$ cat config.mk
export PLATFORM = sky130hd
export DESIGN_NAME = lqrsf_gain_mem
export DESIGN_NICKNAME = d
export VERILOG_FILES = /design/src/rtl/lqrsf_pkg.sv /design/src/rtl/lqrsf_gain_mem.sv
export SDC_FILE = /design/constraint.sdc
export NUM_CORES = 1
export LEC_CHECK = 0
export BUFFER_PORTS_ARGS = -buffer_cell sky130_fd_sc_hd__buf_2
export CAP_MARGIN = 10
export CORE_MARGIN = 2
export CORE_UTILIZATION = 60
export DETAILED_ROUTE_END_ITERATION = 7
export PLACE_DENSITY = 0.78
export SYNTH_ARGS = -nofsm -noshare
export SYNTH_HDL_FRONTEND = slang
export SYNTH_SLANG_ARGS = --single-unit
$ cat constraint.sdc
create_clock -name clk -period 24.5 [get_ports clk]
set_clock_uncertainty 0.1 [all_clocks]
set_input_delay 3.675 -clock clk [delete_from_list [all_inputs] [get_ports clk]]
set_output_delay 3.675 -clock clk [all_outputs]
set_load 0.03 [all_outputs]
$ cat src/rtl/lqrsf_pkg.sv
package lqrsf_pkg;

	// sizes
	localparam int N_STATES_DEF = 12;
	localparam int N_OUTPUTS    = 4;
	localparam int FRAC_BITS    = 16;
	localparam int DATA_W       = 32;
	localparam int ACC_W        = 64;
	localparam int SLOT_W       = 6;
	localparam int SHR_W        = ACC_W - FRAC_BITS;
	localparam int FIN_W        = SHR_W + 2;

	// item kinds
	localparam logic KIND_GAIN  = 1'b0;
	localparam logic KIND_STATE = 1'b1;

	// configuration register indexes
	localparam int CFG_IDX_W = 2;
	localparam logic [CFG_IDX_W-1:0] CFG_ALTITUDE_TARGET = 2'd0;
	localparam logic [CFG_IDX_W-1:0] CFG_YAW_TARGET      = 2'd1;
	localparam logic [CFG_IDX_W-1:0] CFG_HOVER_THRUST    = 2'd2;

	// register reset values, q16.16
	localparam logic signed [DATA_W-1:0] ALTITUDE_TARGET_RST = -32'sd1310720;
	localparam logic signed [DATA_W-1:0] YAW_TARGET_RST      = -32'sd12452;
	localparam logic signed [DATA_W-1:0] HOVER_THRUST_RST    = 32'sd1561735;

	// state elements that carry a target offset
	localparam logic [SLOT_W-1:0] ALT_INDEX = 6'd2;
	localparam logic [SLOT_W-1:0] YAW_INDEX = 6'd5;

	typedef struct packed {
		logic                     kind;
		logic [SLOT_W-1:0]        slot;
		logic signed [DATA_W-1:0] value;
	} item_t;

	typedef struct packed {
		logic signed [DATA_W-1:0] out_thrust;
		logic signed [DATA_W-1:0] out_roll;
		logic signed [DATA_W-1:0] out_pitch;
		logic signed [DATA_W-1:0] out_yaw;
	} result_t;

	// per-stage control of the element pipeline
	typedef struct packed {
		logic valid;
		logic first;
		logic last;
	} stage_ctl_t;

endpackage

$ cat src/rtl/lqrsf_gain_mem.sv
module lqrsf_gain_mem #(
	parameter int N_STATES = lqrsf_pkg::N_STATES_DEF
) (
	input  logic                                                  clk,
	input  logic                                                  we,
	input  logic [lqrsf_pkg::SLOT_W-1:0]                          wslot,
	input  logic [lqrsf_pkg::DATA_W-1:0]                          wdata,
	input  logic                                                  re,
	input  logic [$clog2(N_STATES)-1:0]                           raddr,
	output logic [lqrsf_pkg::N_OUTPUTS-1:0][lqrsf_pkg::DATA_W-1:0] rd_s1
);

	localparam int IDX_W = $clog2(N_STATES);

	// one row per state index, one lane per output
	logic [lqrsf_pkg::N_OUTPUTS-1:0][lqrsf_pkg::DATA_W-1:0] gain_q [N_STATES];

	// lane write decoded from row*N_STATES+column, registered row read
	always_ff @(posedge clk) begin
		if (we) begin
			for (int r = 0; r < lqrsf_pkg::N_OUTPUTS; r++) begin
				if (32'(wslot) >= 32'(r * N_STATES) &&
				    32'(wslot) < 32'((r + 1) * N_STATES)) begin
					gain_q[IDX_W'(32'(wslot) - 32'(r * N_STATES))][r] <= wdata;
				end
			end
		end
		if (re) begin
			rd_s1 <= gain_q[raddr];
		end
	end

endmodule

## Yosys cells after proc, flatten, opt, wreduce, memory -nomap -nowiden

Memories as Yosys holds them, arrays and structs flattened. A register that Yosys moved wholly into a read port is not among the register bits.
Index checks and enable logic that the tools add are counted.
Widths: inputs -> output; s select.

| word-level totals | value |
|---|---|
| memories kept | 1 |
| flip-flop bits (word level) | 0 |
| input bits | 45 |
| memory bits (writable) | 1536 |
| bits in latches | 0 |
| output and inout bits | 128 |
| ROM bits | 0 |

Memory list:

| memory | words | width | read ports | clocked after memory_dff | write ports | RTL line | RTL |
|---|---|---|---|---|---|---|---|
| gain_q | 12 | 128 | 1 | 1 | 1 | lqrsf_gain_mem.sv:16 | `logic [lqrsf_pkg::N_OUTPUTS-1:0][lqrsf_pkg::DATA_W-1:0] gain_q [N_STATES];` |

| cells by class | value |
|---|---|
| equal/unequal tests | 0 |
| $mul | 0 |
| shift-type cells | 0 |
| add/sub/neg operators | 3 |
| magnitude comparators | 7 |
| reduce and logical (&&, ||, !) cells | 6 |
| mux-type cells | 21 |
| bitwise logic cells | 0 |
| divide/modulo/power cells | 0 |

Operators by type and width:

| kind | number |
|---|---|
| $mux 128 | 3 |
| $reduce_or 128->1 | 3 |
| $mux 4 | 5 |
| $lt 6x6->1 const B | 2 |
| $mux 1 | 12 |
| $sub 4x4->4 const B | 2 |
| $ge 6x4->1 const B | 1 |
| $ge 6x5->1 const B | 1 |
| $ge 6x6->1 const B | 1 |
| $lt 6x4->1 const B | 1 |
| $lt 6x5->1 const B | 1 |
| $sub 4x3->4 const B | 1 |
| $logic_and 1x1->1 | 3 |
| $mux 3 | 1 |

## Logic depth before layout (Yosys ltp)

| logic depth | value |
|---|---|
| word-level depth | 9 |
| gate-level depth with buffers | 8 |
| depth with buffers taken out | 6 |

## Least setup slack after synthesis

No wires, ideal clock.

| timing | value |
|---|---|
| kind | input port to flip-flop |
| start point | input wslot[3] in the netlist's numbering |
| end point | memory gain_q[11][0] in the netlist's numbering, enable pin |
| setup slack | 13.702 ns |
| arrival time | 10.104 ns |
| stages on the path | 8 |
| data required time | 23.805 ns |
| cell sequence | inv_1 -> ha_1 -> or3b_4 -> a211o_1 -> buf_2 -> mux2i_1 -> buf_2 -> a2111oi_0 |

| on the way | value |
|---|---|
| word-level cells in the longest chain between the ends | 9 |

RTL lines:

| what | RTL line | RTL |
|---|---|---|
| start, declared | lqrsf_gain_mem.sv:6 | `input logic [lqrsf_pkg::SLOT_W-1:0] wslot,` |
| $ge 6x4->1 or $lt 6x5->1 (tied branches) | lqrsf_gain_mem.sv:22, lqrsf_gain_mem.sv:23 |  |
| $logic_and 1x1->1 | lqrsf_gain_mem.sv:22 | `if (32'(wslot) >= 32'(r * N_STATES) &&` |
| $mux 1 | lqrsf_gain_mem.sv:22 |  |
| $mux 1 | lqrsf_gain_mem.sv:20 | `if (we) begin` |
| $mux 1 (not written as such) | lqrsf_gain_mem.sv:24 | `gain_q[IDX_W'(32'(wslot) - 32'(r * N_STATES))][r] <= wdata;` |
| $reduce_or 128->1 (no line) | -- |  |
| $mux 4 (no line) or $mux 3 (tied branches) | -- |  |
| $mux 4 (no line) (2 in series) | -- |  |
| end, declared | lqrsf_gain_mem.sv:16 |  |

Parallel ways exist; a longest one is shown, timed or not.

==> results.md <==
* Gate count of the mapped netlist at approximately 2800
* CTS Buf Count at 160
* Distinct cell type count after synthesis at 41
* Met1 GRT Util at 36.3%
* Logic gate share of total power at 4.3%
* Total placed cells including tap cells at approximately 4300
* Switching power at around 1.2 mW
* Vias in the first global route at roughly 31000
* Fraction of the mapped netlist area in adder cells at less than 1%
* Library cell appearing most often on the critical path: buf_4
* TritonCTS clock tree: built
* Number of core rows at 119
* Highest cell delay on the worst timing path at about 0.92 ns
* CP Buf/Inv Count at 4
* Clock transition at the registers of the reported paths at ~0.06 ns
* Critical path arrival at 8.01 ns
* Count of routing violations after the opening detailed-route iteration at approximately 3300
* Pwr dens at around 82 nW/um2
* Hold Path Depth at 3
* Setup WS pre-CTS at 15.89 ns
* Floorplan Core Area at 105000 um2
* Maximum buffer depth of the clock tree at 3
* Avg Inst Size Synth at 22.4 um2
* Period utilisation layout at between 30% and 40%
* DRC viols at 0
* Total I/O pin count at 173
* DP HPWL at around 73000 um
* Number of nets in the synthesized netlist at roughly 2900
* Final RePlAce weighted congestion at about 0.8
* Time the worst path needs with I/O delays and setup at 7.63 ns
* Wirelength, routed at 148000 um
* Crit Path Max Fanout at 88
* Global-route usage over all layers at between 20% and 30%
* Number of nets at the end of the flow at a little over 3000
* Transition time at the pin with the least slew margin at between 1 and 1.5 ns
* Critical path start-end classification: primary input to flip-flop
* Final global-route overflow total at 0
* Number of detailed-route iterations in the first pass at 5
* Register-to-Register Setup Slack at 22.82 ns
* Count of buffers added by post-CTS timing repair for setup at 0
* Routed vias at between 20000 and 30000
* Final slew viol count at 0
* Setup repair after global routing missed its margin: false
* Switching share of total power at 20.5%
* Count of input and output buffers at approximately 170
* Area added between synthesis and finish at 13.0%
* Worst max-slew margin expressed relative to the limit at around a fifth
* CP Launch Type: primary input
* Peak-usage layer in the global routing report: met2
* Internal power contribution at about 4.7 mW
* Area share of xor/xnor cells in the synthesized design at less than 1%
* Initial antenna violation count at 31
* Fraction of final layout cells with drive strength greater than 1 at between 20 and 30%
* Number of clock sinks seen by CTS at ~1700
* Commonest register cell after synthesis: edfxtp_1
* CTS-repair resized insts at 0
* Cell chosen for the clock root: clkbuf_16
* Hold WC Path Type: flip-flop to flip-flop
* Die span in y at around 330 um
* Relative contribution of the clock network to total power at about two fifths
* Async set-reset flop share out of synthesis at 0%
* Clock insertion delay at the later pin of the skew report at around 0.77 ns
* Synthesized-area fraction occupied by ao, oa, aoi and oai cells at under 10%
* Number of warning messages in the yosys log at 0
* H-tree depth at 4
* Crit. End Element: flip-flop
* Post-Synth Simple-Gate Area at 2.55%
* Worst reg-to-reg path cell count at 3
* Post-detailed-route wirelength per cell at roughly 32 um
* Number of standard cells in the layout, taps in and fillers out at roughly 4600
* Gate family responsible for the most delay along the worst path: buffers and inverters
* Number of synthesized register bits at approximately 1700
* Die area at approximately 110000 um2
* Hold bufs inserted after CTS at 0
* Main combinational cell family by area after synthesis: multiplexers
* Largest net degree at the start of global routing at 130
* Global-route wire length before repair at around 210000 um
* Netlist area before placement at roughly 63000 um2
* Remaining antenna violation count at 0
* Final worst-path setup slack at 16.87 ns
* Reg-to-reg startpoint: gain_q[5][117]
* Final sum of negative setup slack at 0 ns
* Post-synthesis mux area share at between 15 and 20%
* Worst vdd rail ir drop at between 0.06 and 0.07 mV
* Count of max-cap constraint violations at 0
* Reg-to-reg endpoint: rd_s1[117]
* Final setup violation count at 0
* Sequential fraction of the synthesis area at just under 80%
* Met3 Usage GRT at 8.46%
* Static Leakage at between 20 and 25 nW
* Worst hold path startpoint: gain_q[10][1]
* Outcome: finished, final reports clean
* Fraction of met2 tracks used by global routing at ~45%
* Final Hold Vio Count at 0
* Slowest stage cell, crit path: buf_4
* Chip Width at roughly 330 um
* Worst min-delay path endpoint: rd_s1[1]
* Relative contribution of sequential cells to total power at a little over half
* Highest clock frequency the design can meet at ~0.13 GHz
* Data required time at the worst endpoint at approximately 25 ns
* Worst path cell trace: buf_8 -> buf_4 -> buf_4 -> buf_4 -> mux4_2 -> mux2i_1 -> o21ai_1
* Via-per-instance ratio at between 6 and 7
* Initial Util at 60.3%
* Count of flip-flops with a built-in enable after synthesis at 1664
stage by stage:
stage	hold slack (ns)	util, %	total power [mW]	cell area, um2
5_1_grt	0.666	68.1	6.03	71500
3_3_place_gp	0.626	63.1	3.47	66300
2_1_floorplan	0.613	-	3.38	63300
4_1_cts	0.645	68.1	5.91	71500
3_5_place_dp	0.634	63.1	3.48	66300
6_report	0.640	68.1	5.89	71500
worst max path at each step:
stage                   from       endpoint  slack [ns]  cells after the start
floorplan           wslot[3]  gain_q[11][0]       13.70                      8
global placement    raddr[0]      rd_s1[72]       16.02                      7
detailed placement  raddr[0]      rd_s1[69]       15.89                      7
CTS                 raddr[0]      rd_s1[69]       16.63                      7
global route        raddr[0]      rd_s1[72]       16.29                      7
finish              raddr[0]      rd_s1[69]       16.87                      7
power by group through the flow:
stage          combinational, mW  clock (mW)  sequential (mW)
6_report                   0.254        2.46             3.17
5_1_grt                    0.270        2.59             3.17
4_1_cts                    0.256        2.48             3.17
3_5_place_dp               0.253           0             3.23
3_3_place_gp               0.246           0             3.23
2_1_floorplan              0.134           0             3.25
layout by cell type (no fill, tap or decap), types with 4 or more instances in the layout:
cell type | Yosys | layout
inv_6 | 0 | 4
and2_1 | 130 | 130
ha_1 | 4 | 4
clkbuf_1 | 76 | 29
nand2b_1 | 5 | 5
buf_4 | 0 | 65
clkinvlp_4 | 0 | 6
a211oi_4 | 1 | 8
o21ai_1 | 129 | 128
o211ai_1 | 6 | 6
a221oi_4 | 0 | 4
clkinv_2 | 0 | 16
nor3_2 | 0 | 11
a2111oi_4 | 0 | 7
nor4_2 | 0 | 8
nand2_1 | 135 | 135
nand3_1 | 5 | 5
buf_8 | 0 | 4
mux2i_1 | 129 | 128
edfxtp_1 | 1664 | 1664
a21oi_4 | 0 | 4
buf_2 | 46 | 167
clkinv_1 | 1 | 34
diode_2 | 0 | 24
clkbuf_16 | 0 | 165
mux4_2 | 384 | 384
bufinv_16 | 0 | 21
kinds of logic (layout without fill, tap and decap cells):
logic type / after synthesis / count (layout)
AND/OR/NAND/NOR: 313 / 313
flip-flops: 1664 / 1664
other: 0 / 24
XOR/XNOR: 2 / 2
AO/OA/AOI/OAI: 167 / 167
adder cells (fa/ha/maj): 4 / 4
multiplexers: 514 / 514
buffers and inverters: 158 / 522
metal layers:
metal	share of wire, %	vias up
met3	12	301
met5	0.090	-
met4	4.0	24
li1	-	12200
met2	50	1718
met1	35	15700
final cells by class:
| type | count | area, um2 |
|---|---|---|
| Fill cell | 6203 | 33500 |
| Inverter | 5 | 18.8 |
| Tap cell | 1391 | 1740 |
| Timing Repair Buffer | 239 | 1440 |
| Clock inverter | 84 | 965 |
| Antenna cell | 24 | 60.1 |
| Multi-Input combinational cell | 1000 | 13100 |
| Clock buffer | 194 | 4240 |
| Sequential cell | 1664 | 50000 |
worst min-delay path: cells and delay by family, from the launching register on:
kind             cells  cell delay, ns
AO/OA/AOI/OAI        1            0.06
flip-flops           1            0.31
multiplexers         1            0.21
AND/OR/NAND/NOR      1            0.05
synth_stat cells, types with 2 or more instances:
library cell,count,area (um2)
edfxtp_1,1664,50000
mux4_2,384,8650
nand2_1,135,507
and2_1,130,813
mux2i_1,129,1290
o21ai_1,129,646
clkbuf_1,76,285
buf_2,46,230
buf_1,30,113
nor3_1,12,60.1
nor4_1,8,50.1
a2111oi_2,7,105
a211oi_2,6,75.1
a21oi_1,6,30.0
o211ai_1,6,45.0
nand2b_1,5,31.3
nand3_1,5,25.0
nor2_1,5,18.8
a221oi_1,4,35.0
ha_1,4,50.1
and4_1,3,26.3
inv_1,3,11.3
nor2b_1,3,18.8
a2111oi_0,2,17.5
a211oi_1,2,15.0
or3_1,2,12.5
xnor2_1,2,17.5
sequential cells by signal, summed over array words and instances, names as in the netlist:
name / count
rd_s1: 128
gain_q: 1536
Note: power is estimated with default switching activity, not from simulation.
