<file path="config.mk">
export PLATFORM = sky130hd
export DESIGN_NAME = lqrsf_out
export DESIGN_NICKNAME = d
export VERILOG_FILES = /design/src/rtl/lqrsf_pkg.sv /design/src/rtl/lqrsf_out.sv
export SDC_FILE = /design/constraint.sdc
export NUM_CORES = 1
export LEC_CHECK = 0
export BUFFER_PORTS_ARGS = -buffer_cell sky130_fd_sc_hd__buf_2
export CAP_MARGIN = 20
export CORE_AREA = 2 2 178 180
export DETAILED_ROUTE_END_ITERATION = 7
export DIE_AREA = 0 0 180 182
export PLACE_DENSITY = 0.74
export REMOVE_ABC_BUFFERS = 1
export SYNTH_ARGS = -nofsm -noshare
export SYNTH_HDL_FRONTEND = slang
export SYNTH_SLANG_ARGS = --single-unit
export TNS_END_PERCENT = 20
</file>
<file path="constraint.sdc">
create_clock -name clk -period 10 [get_ports clk]
set_clock_uncertainty 0.2 [all_clocks]
set_input_delay 2 -clock clk [delete_from_list [all_inputs] [get_ports clk]]
set_output_delay 2 -clock clk [all_outputs]
set_load 0.05 [all_outputs]
</file>
<file path="src/rtl/lqrsf_pkg.sv">
package lqrsf_pkg;

	// sizes
	localparam int N_STATES_DEF = 12;
	localparam int N_OUTPUTS    = 4;
	localparam int FRAC_BITS    = 16;
	localparam int DATA_W       = 32;
	localparam int ACC_W        = 64;
	localparam int SLOT_W       = 6;
	localparam int SHR_W        = ACC_W - FRAC_BITS;
	localparam int FIN_W        = SHR_W + 2;

	// item kinds
	localparam logic KIND_GAIN  = 1'b0;
	localparam logic KIND_STATE = 1'b1;

	// configuration register indexes
	localparam int CFG_IDX_W = 2;
	localparam logic [CFG_IDX_W-1:0] CFG_ALTITUDE_TARGET = 2'd0;
	localparam logic [CFG_IDX_W-1:0] CFG_YAW_TARGET      = 2'd1;
	localparam logic [CFG_IDX_W-1:0] CFG_HOVER_THRUST    = 2'd2;

	// register reset values, q16.16
	localparam logic signed [DATA_W-1:0] ALTITUDE_TARGET_RST = -32'sd1310720;
	localparam logic signed [DATA_W-1:0] YAW_TARGET_RST      = -32'sd12452;
	localparam logic signed [DATA_W-1:0] HOVER_THRUST_RST    = 32'sd1561735;

	// state elements that carry a target offset
	localparam logic [SLOT_W-1:0] ALT_INDEX = 6'd2;
	localparam logic [SLOT_W-1:0] YAW_INDEX = 6'd5;

	typedef struct packed {
		logic                     kind;
		logic [SLOT_W-1:0]        slot;
		logic signed [DATA_W-1:0] value;
	} item_t;

	typedef struct packed {
		logic signed [DATA_W-1:0] out_thrust;
		logic signed [DATA_W-1:0] out_roll;
		logic signed [DATA_W-1:0] out_pitch;
		logic signed [DATA_W-1:0] out_yaw;
	} result_t;

	// per-stage control of the element pipeline
	typedef struct packed {
		logic valid;
		logic first;
		logic last;
	} stage_ctl_t;

endpackage

</file>
<file path="src/rtl/lqrsf_out.sv">
module lqrsf_out (
	input  logic                                                 clk,
	input  logic                                                 arst_n,
	input  logic                                                 valid_s3,
	input  logic [lqrsf_pkg::N_OUTPUTS-1:0][lqrsf_pkg::ACC_W-1:0] sum_s3,
	input  logic signed [lqrsf_pkg::DATA_W-1:0]                  hover_thrust,
	input  logic                                                 res_stall,
	output logic                                                 hold,
	output logic                                                 res_valid,
	output lqrsf_pkg::result_t                                   res
);

	localparam int DW = lqrsf_pkg::DATA_W;
	localparam int NO = lqrsf_pkg::N_OUTPUTS;
	localparam int SW = lqrsf_pkg::SHR_W;
	localparam int FW = lqrsf_pkg::FIN_W;

	logic [NO-1:0][DW-1:0] lane;

	// floor shift, negate, hover offset on thrust, saturate
	always_comb begin
		for (int r = 0; r < NO; r++) begin
			logic signed [SW-1:0] shr;
			logic signed [FW-1:0] base;
			logic signed [FW-1:0] fin;
			shr  = $signed(sum_s3[r][lqrsf_pkg::ACC_W-1:lqrsf_pkg::FRAC_BITS]);
			base = (r == 0) ? FW'(hover_thrust) : '0;
			fin  = base - FW'(shr);
			if (fin > FW'(32'sh7fffffff)) begin
				lane[r] = {1'b0, {(DW-1){1'b1}}};
			end else if (fin < FW'(-33'sh080000000)) begin
				lane[r] = {1'b1, {(DW-1){1'b0}}};
			end else begin
				lane[r] = fin[DW-1:0];
			end
		end
	end

	// finished result waits in stage 3 while the output word is stalled
	assign hold = valid_s3 && res_valid && res_stall;

	always_ff @(posedge clk or negedge arst_n) begin
		if (!arst_n) begin
			res_valid <= 1'b0;
		end else if (valid_s3 && !hold) begin
			res_valid <= 1'b1;
		end else if (!res_stall) begin
			res_valid <= 1'b0;
		end
	end

	always_ff @(posedge clk) begin
		if (valid_s3 && !hold) begin
			res.out_thrust <= lane[0];
			res.out_roll   <= lane[1];
			res.out_pitch  <= lane[2];
			res.out_yaw    <= lane[3];
		end
	end

endmodule

</file>
Yosys cells after proc, flatten, opt, wreduce, memory -nomap -nowiden

Cells that the tools add are included.

Equality and inequality tests: 1
Magnitude comparators: 8
Add/subtract/negate cells: 4
Mux-type cells: 6
Reductions and logical operators: 4

Operators by type and width:

| operator                                                               | count |
|---|---|
| 49-bit by 32-bit > comparator with 1-bit output, second input constant | 4 |
| 49-bit by 32-bit < comparator with 1-bit output, second input constant | 4 |
| 1-bit by 48-bit subtractor with 49-bit output, first input constant    | 3 |
| 32-bit two-way mux                                                     | 4 |
| 32-bit by 48-bit subtractor with 49-bit output                         | 1 |
| 1-bit logical AND                                                      | 3 |
| 1-bit two-way mux                                                      | 2 |
| 2-bit by 1-bit != test with 1-bit output, second input constant        | 1 |
| 1-bit logical NOT                                                      | 1 |

Register bits: 129

Logic depth before layout (Yosys ltp)

Gate-level depths: netlist of run 1.

Word-level depth: 5
Mapped depth: 16
Depth with buffers taken out: 15

Worst setup path after synthesis of run 1

No wires, ideal clock.

Kind: input -> register
Start point: input port valid_s3
End point: register res[0] (netlist name) (enable)
Path slack: -2265 ps
Required time: 8988 ps
Buffers on the path: 0
Arrival: 11253 ps
Stages on the path: 1
Library setup time: 812 ps
Cells stage by stage: a21boi_0

Cells in the longest elaborated chain, start to end: 4

Ends and longest elaborated chain:

| element                        | line            | source |
|---|---|---|
| start, declared                | lqrsf_out.sv:4  | `input logic valid_s3,` |
| 1-bit logical AND (2 in a row) | lqrsf_out.sv:40 | `assign hold = valid_s3 && res_valid && res_stall;` |
| 1-bit logical NOT              | lqrsf_out.sv:53 | `if (valid_s3 && !hold) begin` |
| 1-bit logical AND (*)          | lqrsf_out.sv:53 |  |
| end, declared                  | lqrsf_out.sv:10 | `output lqrsf_pkg::result_t res` |

Every way passes the cells marked *; elsewhere a longest branch is shown, timed or not.
A chain may end at the register's enable or synchronous reset.

Worst setup path after layout of run 1

Start point: input port hover_thrust[0] (netlist name)
End point: register res[101] (netlist name) (data pin)

Cells in the longest elaborated chain, start to end: 3
Elaborated cells between the ends (all ways): 4
Those cells by class: 1 x add/sub; 2 x order compare; 1 x mux

Ends and longest elaborated chain:

| element                                            | line            | source |
|---|---|---|
| start, declared                                    | lqrsf_out.sv:6  | `input logic signed [lqrsf_pkg::DATA_W-1:0] hover_thrust,` |
| 32-bit by 48-bit subtractor with 49-bit output (*) | lqrsf_out.sv:28 | `fin = base - FW'(shr);` |
| 49-bit by 32-bit < comparator with 1-bit output    | lqrsf_out.sv:31 | `end else if (fin < FW'(-33'sh080000000)) begin` |
| 32-bit two-way mux                                 | lqrsf_out.sv:31 |  |

Marks and branches as above.

==> results by stage, run 1 <==
Placement:
- The placer's final routability congestion estimate is 0.922.
- The post-detailed-placement half-perimeter wirelength is ~30 mm.
- The placed instances occupy a cell area of around 14000 um2.
- Port buffering added approximately 360 buffers.

Critical path:
- STA classifies the critical path startpoint as an input port.
- The maximum fanout along the worst path is 19.
- In this run the register-to-register setup slack is slightly above 7 ns.
- Counting both buffers and inverters, the worst setup path holds a total of 5.
- The critical path required time is ~10 ns.
- The highest cell delay on the worst timing path is 0.74 ns.
- The path type of the worst setup path is input port to register.
- In this run the critical register-to-register path is captured at res[50].
- The cell type of the slowest stage on the worst timing path is a2111oi_0.
- The category of the worst setup path capture point is a register.
- In this run the critical register-to-register path is launched from res_valid.
- For the worst flop-to-flop path, the logic depth is 3.
- The critical path goes through buf_2 > inv_1 > ha_1 > inv_1 > fa_1 > a211oi_1 > o211ai_1 > a2111oi_0 > o31ai_1 > buf_4 > a31oi_1 > xnor2_1 > and2_1 > nand4_1 > o41a_1 > buf_4 > a21o_1.
- The category of cells accounting for the largest share of critical-path delay is compound AO/OA/AOI/OAI gates.
- The arrival time at the worst endpoint is roughly 6.2 ns.

Drt:
- For this block, the via count after detailed routing is between 10000 and 15000.
- The count of nets left with antenna violations once routing finished came out at 0.
- The average via count per standard cell is approximately 5.8.
- The post-route DRC violation count is 0.
- For this block, the initial DRC count from the detailed router was approximately 940.
- The first-pass detailed-route iteration total is 7.
- The average routed wire per standard cell is about 17 um.
- The routed wire length is 37.5 mm.

Clock network:
- The H-tree was split into 4 levels.
- The clock-pin slew reported for the worst setup and hold paths after clock tree synthesis is around 0.060 ns.
- The post-cts gate resize count is 0.
- The source-to-sink clock delay at the later pin of the worst-skew pair is 0.41 ns.
- Counting every sink on the clock net gives 129.
- The maximum count of clock buffers along a single path is 2.
- The clock tree from TritonCTS is yes.
- The library cell used as clock root buffer is clkbuf_16.
- The number of clock buffers added by TritonCTS is 17.
- The number of hold buffers added after CTS is 0.
- Once the clock tree was built, the setup fixing pass inserted 0 buffers.

Yosys:
- The number of distinct library cells after synthesis is 87.
- Of the post-synthesis cell area, the part taken by muxes is 1.12%.
- After synthesis the cells add up to 12200 um2.
- The dominant synthesized flop cell is edfxtp_1.
- Each instance of the synthesized netlist takes up on average ~8.5 um2.
- The arithmetic-cell share of the synthesized area counting full adders, half adders and majority gates is about 5.7%.
- The number of instances in the synthesized netlist is around 1400.
- Of the total synthesized cell area, the portion taken by AND, OR, NAND and NOR gates is ~24%.
- The number of warning messages in the yosys log is 0.
- For this run, asynchronously set or reset flops after synthesis account for less than 1%.
- Yosys mapped a number of flops with a built-in enable equal to approximately 130.
- The number of storage elements in the synthesis netlist is ~130.
- By area, the combinational part of the netlist is dominated by simple AND/OR/NAND/NOR gates.
- The complex-gate fraction of the synthesized area is approximately 23%.
- The synthesized netlist devotes 9.80% of its cell area to XOR and XNOR gates.
- The fraction of the yosys area taken by sequential cells is between 30% and 40%.

Final layout:
- The filler cells instantiated in the layout total around 3000.
- The area growth from synthesis to layout is 22.0%.
- The most frequent standard cell in the layout excluding fill and tap cells is buf_2.
- The storage element area is approximately 3900 um2.
- Summing all multi-input logic gate instances after layout gives between 7000 and 8000 um2.
- Leaving out fill and tap cells, the most frequent cells in the layout are buf_2 (357), edfxtp_1 (128), a21oi_1 (115), nor2_1 (111), nand2_1 (110).
- The number of nets in the final layout is around 2100.
- The finished cells cover approximately 15000 um2.
- The proportion of layout cells with a drive suffix above 1 is 26.4%.
- Once layout is complete, the utilization of the core stands at about half.

Global routing:
- The via count of the first global-routing pass is about 12000.
- The global-route congestion overflow total is 0.
- The first global-routing pass estimated 59.4 mm of wire.
- The maximum number of pins on one net before global-route repair is 67.
- The total track usage is between 20% and 30%.
- The number of antenna violations at the first check in global routing is 1.

Pwr:
- In this run the static leakage power is roughly 6 nW.
- For this design the ratio of total power to cell area is about 130 nW/um2.
- The worst-case vdd ir drop is about 0.00010 V.

Floorplan:
- The die outline height is 182 um.
- The area enclosed by the die boundary is 32800 um2.
- Pin placement for this block handled 422 I/O pins.
- Row generation in the floorplan step produced 65 rows.
- The die boundary width is about 180 um.
- For this configuration, the core starts out at a cell density of 39.5%.
- The area of the core is between 30000 and 40000 um2.

Timing:
- Setup repair after global routing left no endpoint under its margin.
- Measured against its own limit, the worst slew margin works out to 32.4%.
- The total count of max-transition violations in the final report is 0.
- The worst path uses around 62% of the clock period.
- The upper clock frequency limit is 160 MHz.
- The number of endpoints failing setup at the final stage is 0.
- For the pin with the worst max-slew slack, the measured transition is 1.01 ns.
- The number of hold violations in the final report is 0.
- The routed design could run at a clock period as short as just over 6 ns.

Min path:
- The startpoint identified for the worst hold timing path is res_valid.
- In this run the worst hold path is classified as register to register.
- The worst hold path terminates at res_valid.
- The number of stages on the worst hold path is 1.

Run status:
- The flow ran to the end, and the final reports show no timing, DRC or antenna violations.

Flow run:
- The tool flagged a number of max-cap violations equal to 0.
## power breakdown
part,switching [W],total (W),internal (W)
registers,0.0000106,0.000656,0.000646
clock network,0.000259,0.000599,0.000340
logic,0.000423,0.000629,0.000206
## synth_stat cells (25+ instances only)
cell	instances	area, um2
a21oi_1	115	576
xnor2_1	66	578
a21o_1	75	563
nor3_1	65	325
nor2_1	113	424
inv_1	84	315
o21ai_2	31	272
nor4_1	40	250
nand4_1	29	181
xor2_1	71	622
o21ai_0	59	295
ha_1	54	676
or3_1	25	156
nand3_1	32	160
nand2_1	110	413
edfxtp_1	128	3840
clkbuf_1	53	199
## per-stage QoR
| stage | setup TNS, ns | hold slack [ns] | setup WS (ns) | instances | total power [W] |
|---|---|---|---|---|---|
| finish | 0 | 0.421 | 3.76 | 2181 | 0.00188 |
| global route | 0 | 0.446 | 3.25 | 2181 | 0.00197 |
| CTS | 0 | 0.434 | 3.83 | 2178 | 0.00189 |
| detailed placement | 0 | 0.420 | 3.39 | 2147 | 0.00129 |
| global placement | 0 | 0.397 | 3.45 | 2147 | 0.00128 |
| floorplan | -289.92 | 0.624 | -2.27 | 1377 | 0.00110 |
## sequential cells by signal, summed over array words and instances, names as in the netlist
name,flops
res_valid,1
res,128
## layer usage
metal | track usage, % | vias up | wire [um]
met5 | 0 | - | 0
met4 | 8.13 | 0 | 947
met3 | 3.83 | 55 | 2690
met2 | 36.9 | 566 | 17900
met1 | 28.9 | 5931 | 16000
li1 | - | 6079 | -
## how the worst max path moves through the flow
| stage | start | end | slack (ns) | depth (start not counted) |
|---|---|---|---|---|
| floorplan | valid_s3 | res[0] | -2.27 | 1 |
| global placement | hover_thrust[0] | res[99] | 3.45 | 17 |
| detailed placement | hover_thrust[0] | res[102] | 3.39 | 17 |
| CTS | hover_thrust[0] | res[100] | 3.83 | 17 |
| global route | hover_thrust[0] | res[102] | 3.25 | 17 |
| finish | hover_thrust[0] | res[101] | 3.76 | 17 |
## cells by family (layout without fill, tap and decap cells)
family                   count (synthesis)  after routing
XOR/XNOR                               137            137
AO/OA/AOI/OAI                          414            414
multiplexers                            13             13
other                                    0              1
buffers and inverters                  150            485
AND/OR/NAND/NOR                        545            545
flip-flops                             129            129
adder cells (fa/ha/maj)                 55             55
## final cells by class
cell class                 count  area share [%]
sequential                   129            25.9
multi-input combinational   1164            52.2
antenna                        1          0.0168
inverter                      84            2.11
timing repair buffer         370            12.7
clock inverter                13           0.779
clock buffer                  18            2.87
tap                          402            3.37
## worst reg2reg max path: cells and delay by family (launching register included)
kind            cells  cell delay, ns
compound gates      1            0.14
flops               1            0.44
buf+inv             2            1.52
Note: power is estimated with default switching activity, not from simulation.
==> run 2, diff against run 1 <==
--- a/config.mk
+++ b/config.mk
@@ -5,12 +5,13 @@
 export SDC_FILE = /design/constraint.sdc
 export NUM_CORES = 1
 export LEC_CHECK = 0
+export ABC_AREA = 1
 export BUFFER_PORTS_ARGS = -buffer_cell sky130_fd_sc_hd__buf_2
 export CAP_MARGIN = 20
-export CORE_AREA = 2 2 178 180
+export CORE_AREA = 2 2 195 197
 export DETAILED_ROUTE_END_ITERATION = 7
-export DIE_AREA = 0 0 180 182
-export PLACE_DENSITY = 0.74
+export DIE_AREA = 0 0 197 199
+export PLACE_DENSITY = 0.72
 export REMOVE_ABC_BUFFERS = 1
 export SYNTH_ARGS = -nofsm -noshare
 export SYNTH_HDL_FRONTEND = slang
==> constraint.sdc (replaced) <==
create_clock -name clk -period 5.25 [get_ports clk]
set_clock_uncertainty 0.2 [all_clocks]
set_input_delay 1.05 -clock clk [delete_from_list [all_inputs] [get_ports clk]]
set_output_delay 1.05 -clock clk [all_outputs]
set_load 0.05 [all_outputs]
==> run 2 against run 1 <==
Sequential share of layout area fell by 3.7 points. Non-clock buffer count fell by 7. Cell count rose by 49%. Global-route usage rose by 4.6 points. Via count rose by 30%. Clock power rose by 99%. Die area rose by 20%. Setup slack got worse by 2.5 ns. Synthesized cell count rose by 66%. Sequential power rose by 95%. Critical path type unchanged. Critical endpoint is now res[77].
==> results by stage, run 2 <==
Timing:
- The final worst-path cycle share is between 70% and 80%.
- The slew at the pin closest to its max-slew limit is around 0.77 ns.
- Headroom to the max-slew limit came out at 48.9%.
- The number of hold violations in the final report is 0.
- The total count of max-transition violations in the final report was 0.
- Setup repair after global routing left no endpoint under its margin.
- The time the final worst path needs with I/O delays and setup is ~4.0 ns.
- Setup violations remaining at the end of the flow were counted as 0.
- Final hold analysis gives a worst-case slack of about 0.17 ns.
- Based on the critical path, the design can be clocked at up to approximately 250 MHz.

Yosys:
- Counting flops with a built-in enable in the synthesized netlist gives 128.
- The most numerous cell in the Yosys netlist is nand2_1.
- By area, the combinational part of the netlist is dominated by simple AND/OR/NAND/NOR gates.
- The number of storage elements in the synthesis netlist is 129.
- The dominant synthesized flop cell is edfxtp_1.
- By count the netlist is led by nand2_1 (844), inv_1 (421), nor2_1 (345), nand3_1 (167), edfxtp_1 (128).
- The fraction of post-synthesis cell area in the top cell type by area is 26.2%.
- The proportion of synthesized flip-flops having asynchronous set or reset is less than 1%.
- The post-synthesis share of cell area spent on xor and xnor gates is 7.70%.
- The number of distinct library cells after synthesis is 43.
- The number of instances in the synthesized netlist is 2402.
- A synthesized cell averages approximately 6.1 um2.
- The largest total area in the synthesized netlist belongs to edfxtp_1.
- Of the synthesized area, sequential elements account for approximately a quarter.
- The number of warning messages in the yosys log is 0.
- Summing the areas of all compound-gate instances in the mapped netlist gives just under 3% of the synthesized area.
- Ranked by total cell area, the synthesized netlist is headed by edfxtp_1 (26%), nand2_1 (22%), inv_1 (11%).
- The synthesized netlist devotes between 40% and 50% of its cell area to simple gates.
- In this run the cell area of the synthesized design comes to 14600 um2.
- Summing the areas of all fa, ha and maj instances in the mapped netlist gives under 10% of the synthesized area.
- Multiplexer cells account for 0% of the synthesized area.

Clock network:
- The number of H-tree levels is 4.
- In this run, CTS created clock tree buffers numbering 17.
- The tree built by TritonCTS fans out to between 100 and 150 sinks.
- The clock-pin slew reported for the worst setup and hold paths after clock tree synthesis is ~0.060 ns.
- The setup fix buffers added after clock tree synthesis is 0.
- The maximum count of clock buffers along a single path is 2.
- The post-cts gate resize count is 0.
- TritonCTS built the clock tree.
- For this design, the CTS-stage hold fixing added 0 buffers.
- The clock reaches the later pin of the worst-skew pair after 0.44 ns.
- The library cell used as clock root buffer is clkbuf_16.

Floorplan:
- From bottom edge to top edge, the die measures slightly below 200 um.
- The floorplan step set the die width to 197 um.
- The area enclosed by the die boundary is between 30000 and 40000 um2.
- The top-level I/O count is about 420.
- The floorplan has between 70 and 80 rows.
- Once the floorplan was initialized, standard cells occupied approximately two fifths of the core.
- The area of the core is about 37000 um2.

Critical path:
- The worst setup path is launched from an input port.
- The maximum fanout along the worst path is 31.
- The category of the worst setup path capture point is a register.
- At the worst endpoint, the required time is 5.21 ns.
- The arrival time at the worst endpoint is 3.96 ns.
- By startpoint and endpoint, the worst setup path is classified as input port to register.

Final layout:
- The flip-flop count of the largest register after layout is 128.
- The number of nets in the final layout is roughly 3100.
- The storage element area is slightly below 4000 um2.
- In the final layout, the registers with the most flip-flops are res (128), res_valid (1).
- The multi-input combinational cell area is 8940 um2.
- The relative area change from synthesis to final layout is 19.2%.
- The library cells used most frequently in the layout, excluding fill and tap cells, are nand2_1 (844), inv_1 (421), buf_2 (357), nor2_1 (344), nand3_1 (167).
- The proportion of layout cells with a drive suffix above 1 is approximately 17%.
- The area of all placed cells without fillers is between 15000 and 20000 um2.
- Fill cells in the final layout number between 3000 and 4000.
- The library cell used most frequently in the layout, excluding fill and tap cells, is nand2_1.
- The utilization after layout is between 40% and 50%.
- More flip-flops sit in one register than any other, and that register is res.

Global routing:
- The number of antenna violations at the first check in global routing is 3.
- The total overflow left after global routing is 0.
- The via count of the first global-routing pass was around 15000.
- The total track usage is 26.7%.
- The maximum number of pins on one net before global-route repair is 78.
- The first global-routing pass estimated between 80 and 90 mm of wire.

Drt:
- The residual antenna-violating net count after detailed routing is 0.
- The post-route DRC violation count is 0.
- Summed over all layers, the routed wires come to around 54 mm.
- In the final routed layout, each cell accounts on average for 16.5 um.
- The pre-antenna-repair detailed-routing pass consisted of 6 iterations.
- The average via count per standard cell is between 5 and 6.
- The number of vias after detailed routing is between 15000 and 20000.
- The DRC violation total after the first TritonRoute iteration is 1148.

Pwr:
- Power spread over the standard cell area amounts to about 220 nW/um2.
- VDD sags by at most 0.000237 V.
- The design draws just under 0.004 W.
- In this run the static leakage power is slightly below 9 nW.

Placement:
- Once detailed placement completed, the half-perimeter wirelength came to 45.8 mm.
- The count of buffers added on input and output ports is around 360.
- The placed instances occupy a cell area of ~17000 um2.
- The congestion estimate from routability-driven global placement came to about 0.98.

Run status:
- The flow ran to the end, and the final reports show no timing, DRC or antenna violations.

Flow run:
- The number of violations of the max-capacitance limit is 0.

Min path:
- The path class of the tightest hold or removal check is input port to async pin.
## run 2: cell count changes after synthesis, sizes merged, moves of 54 or more
cell,delta
a21o,-72
a21oi,-74
clkbuf,-54
inv,+350
nand2,+752
nand3,+145
nor2,+265
o21ai,-80
## run 2: final timing paths
| kind | slack (ns) | to | cells after the start | from |
|---|---|---|---|---|
| max | 1.25 | res[77] | 13 | sum_s3[80] |
| min | 0.17 | res_valid | 1 | arst_n |
| max reg2reg | 3.37 | res[114] | 4 | res_valid |
| min reg2reg | 0.30 | res_valid | 2 | res_valid |
| max in group asynchronous | 4.60 | res_valid | 1 | arst_n |
| min in group clk | 0.30 | res_valid | 2 | res_valid |
## run 2: metrics by stage
stage | setup slack, ns | setup TNS (ns) | std cells
final | 1.25 | 0 | 3249
after global routing | 1.10 | 0 | 3249
after CTS | 1.39 | 0 | 3247
after detailed placement | 0.942 | 0 | 3215
after global placement | 0.947 | 0 | 3215
after floorplan | -2.31 | -295.52 | 2378
## run 2: kinds of logic (layout without fill, tap and decap cells)
kind of cell,Yosys count,count (layout)
xor+xnor,128,128
simple gates,1553,1553
other cells,0,2
buf+inv,460,831
compound gates,77,77
flops,129,129
fa+ha+maj,55,55
## run 2: final cells by class
type	instances	share of cell area [%]
Antenna cell	2	0.0287
Clock buffer	23	2.68
Clock inverter	9	0.631
Inverter	436	9.37
Multi-Input combinational cell	1813	51.2
Sequential cell	129	22.2
Tap cell	474	3.40
Timing Repair Buffer	363	10.6
## run 2: where the power goes
group / switching, W / total, W / internal (W)
combinational: 0.00104 / 0.00144 / 0.000393
sequential: 0.0000253 / 0.00128 / 0.00125
clock: 0.000468 / 0.00119 / 0.000722
## run 2: critical path, cell delays in order
cell	delay (ns)
buf_2	0.13
inv_1	0.09
ha_1	0.29
nand2_2	0.19
inv_1	0.11
nand2_1	0.08
nor2_1	0.32
xor2_1	0.33
nand4_1	0.20
nor3_1	0.42
nand3b_1	0.15
nand3_2	0.45
nand2_1	0.13
## run 2: routing by layer
metal	track usage (%)	share of wire [%]	vias to the layer above
li1	-	-	8175
met1	34.2	43	7418
met2	46.0	47	666
met3	2.95	6.3	107
met4	11.2	3.5	2
met5	0	0.024	-
==> run 3, diff against run 2 <==
--- a/config.mk
+++ b/config.mk
@@ -11,7 +11,7 @@
 export CORE_AREA = 2 2 195 197
 export DETAILED_ROUTE_END_ITERATION = 7
 export DIE_AREA = 0 0 197 199
-export PLACE_DENSITY = 0.72
+export PLACE_DENSITY = 0.7
 export REMOVE_ABC_BUFFERS = 1
 export SYNTH_ARGS = -nofsm -noshare
 export SYNTH_HDL_FRONTEND = slang
==> constraint.sdc (replaced) <==
create_clock -name clk -period 4 [get_ports clk]
set_clock_uncertainty 0.2 [all_clocks]
set_input_delay 0.8 -clock clk [delete_from_list [all_inputs] [get_ports clk]]
set_output_delay 0.8 -clock clk [all_outputs]
set_load 0.05 [all_outputs]
==> run 3 against run 2 <==
Clock-buffer cell count shrank 6. Final area grew 1.7%. First-iteration DRC count grew 9.1%. Combinational power grew 33%. Critical path depth grew 5. Via count is essentially flat. Register-to-register slack lost 1.4 ns. Hold slack gained 0.12 ns. Critical endpoint is now res[103].
==> results by stage, run 3 (synthesis gave the netlist of run 2 again) <==
Run status:
- The run finished with clean final reports.

Critical path:
- The worst register-to-register path has a setup slack of roughly 2 ns.
- Tracing the worst setup path back leads to its startpoint at hover_thrust[0].
- For the worst flop-to-flop path, the logic depth is 4.
- The worst register-to-register path ends at res[59].
- The arrival time at the worst endpoint is about 3.4 ns.
- STA classifies the critical path startpoint as an input port.
- The category of the worst setup path capture point is a register.
- The worst reg2reg path startpoint is res_valid.
- STA puts the critical path data required time at between 3 and 4 ns.
- Along the worst path, the maximum fanout reaches 31.
- The path type of the worst setup path is input port to register.

Global routing:
- For this run the aggregate overflow at the end of global routing stands at 0.
- The first global-routing pass estimated approximately 80 mm of wire.
- The total track usage is between 20% and 30%.
- The number of antenna violations at the first check in global routing came to 2.
- The maximum number of pins on one net before global-route repair is 59.
- The via count of the first global-routing pass is between 15000 and 20000.

Floorplan:
- From left edge to right edge, the die measures roughly 200 um.
- The number of placement rows is 71.
- The initial core utilization is between 30% and 40%.
- The area of the core is roughly 37000 um2.
- The floorplan step defined a die boundary enclosing just under 40000 um2.
- The die outline height is approximately 200 um.
- During I/O placement, the number of pins put on the boundary was between 400 and 500.

Timing:
- Derived from the worst setup path, the maximum achievable clock frequency is just under 300 MHz.
- The total count of max-transition violations in the final report was 0.
- Subtracting the final worst setup slack from the clock period gives approximately 3.4 ns.
- Setup violations remaining at the end of the flow were counted as 0.
- At the pin with the least slew margin, the transition time is 0.674 ns.
- The worst pin sits at a relative slew slack of 54.9%.
- The final worst-path cycle share is between 80% and 90%.
- Setup repair after global routing left no endpoint under its margin.
- The number of hold violations in the final report is 0.

Final layout:
- The register with the most flip-flops in the layout has 128 of them.
- The number of nets in the final layout is about 3100.
- Counting flops per register, the top entry is res.
- Of the cells placed in the final design, the portion with a size suffix greater than 1 is approximately 18%.
- The library cells used most frequently in the layout, excluding fill and tap cells, are nand2_1 (844), inv_1 (421), buf_2 (357), nor2_1 (344), nand3_1 (167).
- In the final layout, the registers with the most flip-flops are res (128), res_valid (1).
- The relative area change from synthesis to final layout is 21.2%.
- After the flow finishes, the layout carries non-filler instances totaling 3269.
- The most frequent standard cell in the layout excluding fill and tap cells is nand2_1.
- With fillers left out, the area of the finished cells amounts to 17800 um2.

Pwr:
- The static power due to leakage is 9.12 nW.
- The worst-case vdd ir drop is slightly below 0.0003 V.
- The total design power is between 0.005 and 0.006 W.
- In this run the power density over the cells is 298 nW/um2.

Placement:
- Summing all placed instances gives a cell area of about 17000 um2.
- In this run, placement finished with an instance count of about 3200.
- Input and output buffers added on the ports amount to around 360.
- The congestion estimate from routability-driven global placement came to a little under 1.
- The post-detailed-placement half-perimeter wirelength is around 47 mm.

Drt:
- The detail route stage leaves a number of antenna-violating nets equal to 0.
- The average via count per standard cell is 5.01.
- Dividing the detail-routed wire length by the instance count gives between 15 and 20 um.
- The DRC violation total after the first TritonRoute iteration is roughly 1300.
- The first-pass detailed-route iteration total is 5.
- The routed layout has approximately 16000 vias.
- The routed wire length is 54.3 mm.
- The post-route DRC violation count is 0.

Min path:
- The worst hold path belongs to the class register to register.
- Counting instances, the worst hold path has a depth of 2.
- The endpoint of the worst hold-timing path is res_valid.
- The worst hold path begins at res_valid.

Clock network:
- After clock tree synthesis, the flow added hold-fix buffers numbering 1.
- The root buffer cell chosen for the clock tree is clkbuf_16.
- The sink count of the clock tree is between 100 and 150.
- CTS built an H-tree with a depth of 4.
- At the later pin of the worst-skew pair, clock insertion delay measures 0.44 ns.
- After clock tree synthesis, the clock-pin slew on the worst setup and hold paths is 0.06 ns.
- The maximum count of clock buffers along a single path is 2.
- The clock tree from TritonCTS is yes.
- The number of clock buffers added by TritonCTS is 17.
- The setup fix buffers added after clock tree synthesis is 0.
- The number of gates resized after CTS was 0.

Flow run:
- The number of violations of the max-capacitance limit is 0.
## run 3: final cells by class
| class | instances | area (um2) |
|---|---|---|
| fillers | 3950 | 19400 |
| multi-input cells | 1813 | 8940 |
| flip-flops and latches | 129 | 3870 |
| repair buffers | 383 | 2080 |
| inverters | 436 | 1640 |
| well taps | 474 | 593 |
| clock buffers | 17 | 425 |
| clock inverters | 15 | 206 |
| diodes | 2 | 5.00 |
## run 3: power by group
part           switching (W)  internal (W)
sequential         0.0000349       0.00164
clock               0.000632       0.00105
combinational        0.00138      0.000545
## run 3: metrics by stage
step                TNS (ns)  setup WS, ns  hold slack [ns]  util (%)
floorplan            -423.52         -3.31            0.304         -
global placement           0         0.144            0.264      46.1
detailed placement         0         0.126            0.273      46.1
CTS                        0         0.594            0.288      47.8
global route               0         0.283            0.319      47.8
finish                     0         0.561            0.284      47.8
## run 3: worst max-delay path, stage by stage
cell and delay (ns):
buf_2 0.09, inv_1 0.04, ha_1 0.13, inv_1 0.08, fa_1 0.42, nand3_1 0.10, nand3_1 0.15, a21oi_1 0.38
o21ai_1 0.15, nand2_1 0.15, nand2_1 0.09, nand4_1 0.07, nand4_1 0.12, xor2_2 0.21, inv_1 0.06, nand2_1 0.11
buf_12 0.18, nand2_1 0.07
## run 3: worst max-delay path by stage
stage	end	cells past startpoint	slack [ns]
6_report	res[103]	18	0.56
2_1_floorplan	res[0]	3	-3.31
5_1_grt	res[104]	20	0.28
3_3_place_gp	res[96]	18	0.14
4_1_cts	res[100]	18	0.59
3_5_place_dp	res[100]	18	0.13
## run 3: layer usage
metal | wire (um) | GRT usage [%] | share of wire (%) | vias up
met1 | 23000 | 34.1 | 42 | 7452
met2 | 25900 | 47.3 | 48 | 610
met5 | 0 | 0 | 0 | -
met4 | 2150 | 12.2 | 4.0 | 0
li1 | - | - | - | 8203
met3 | 3230 | 3.20 | 6.0 | 105
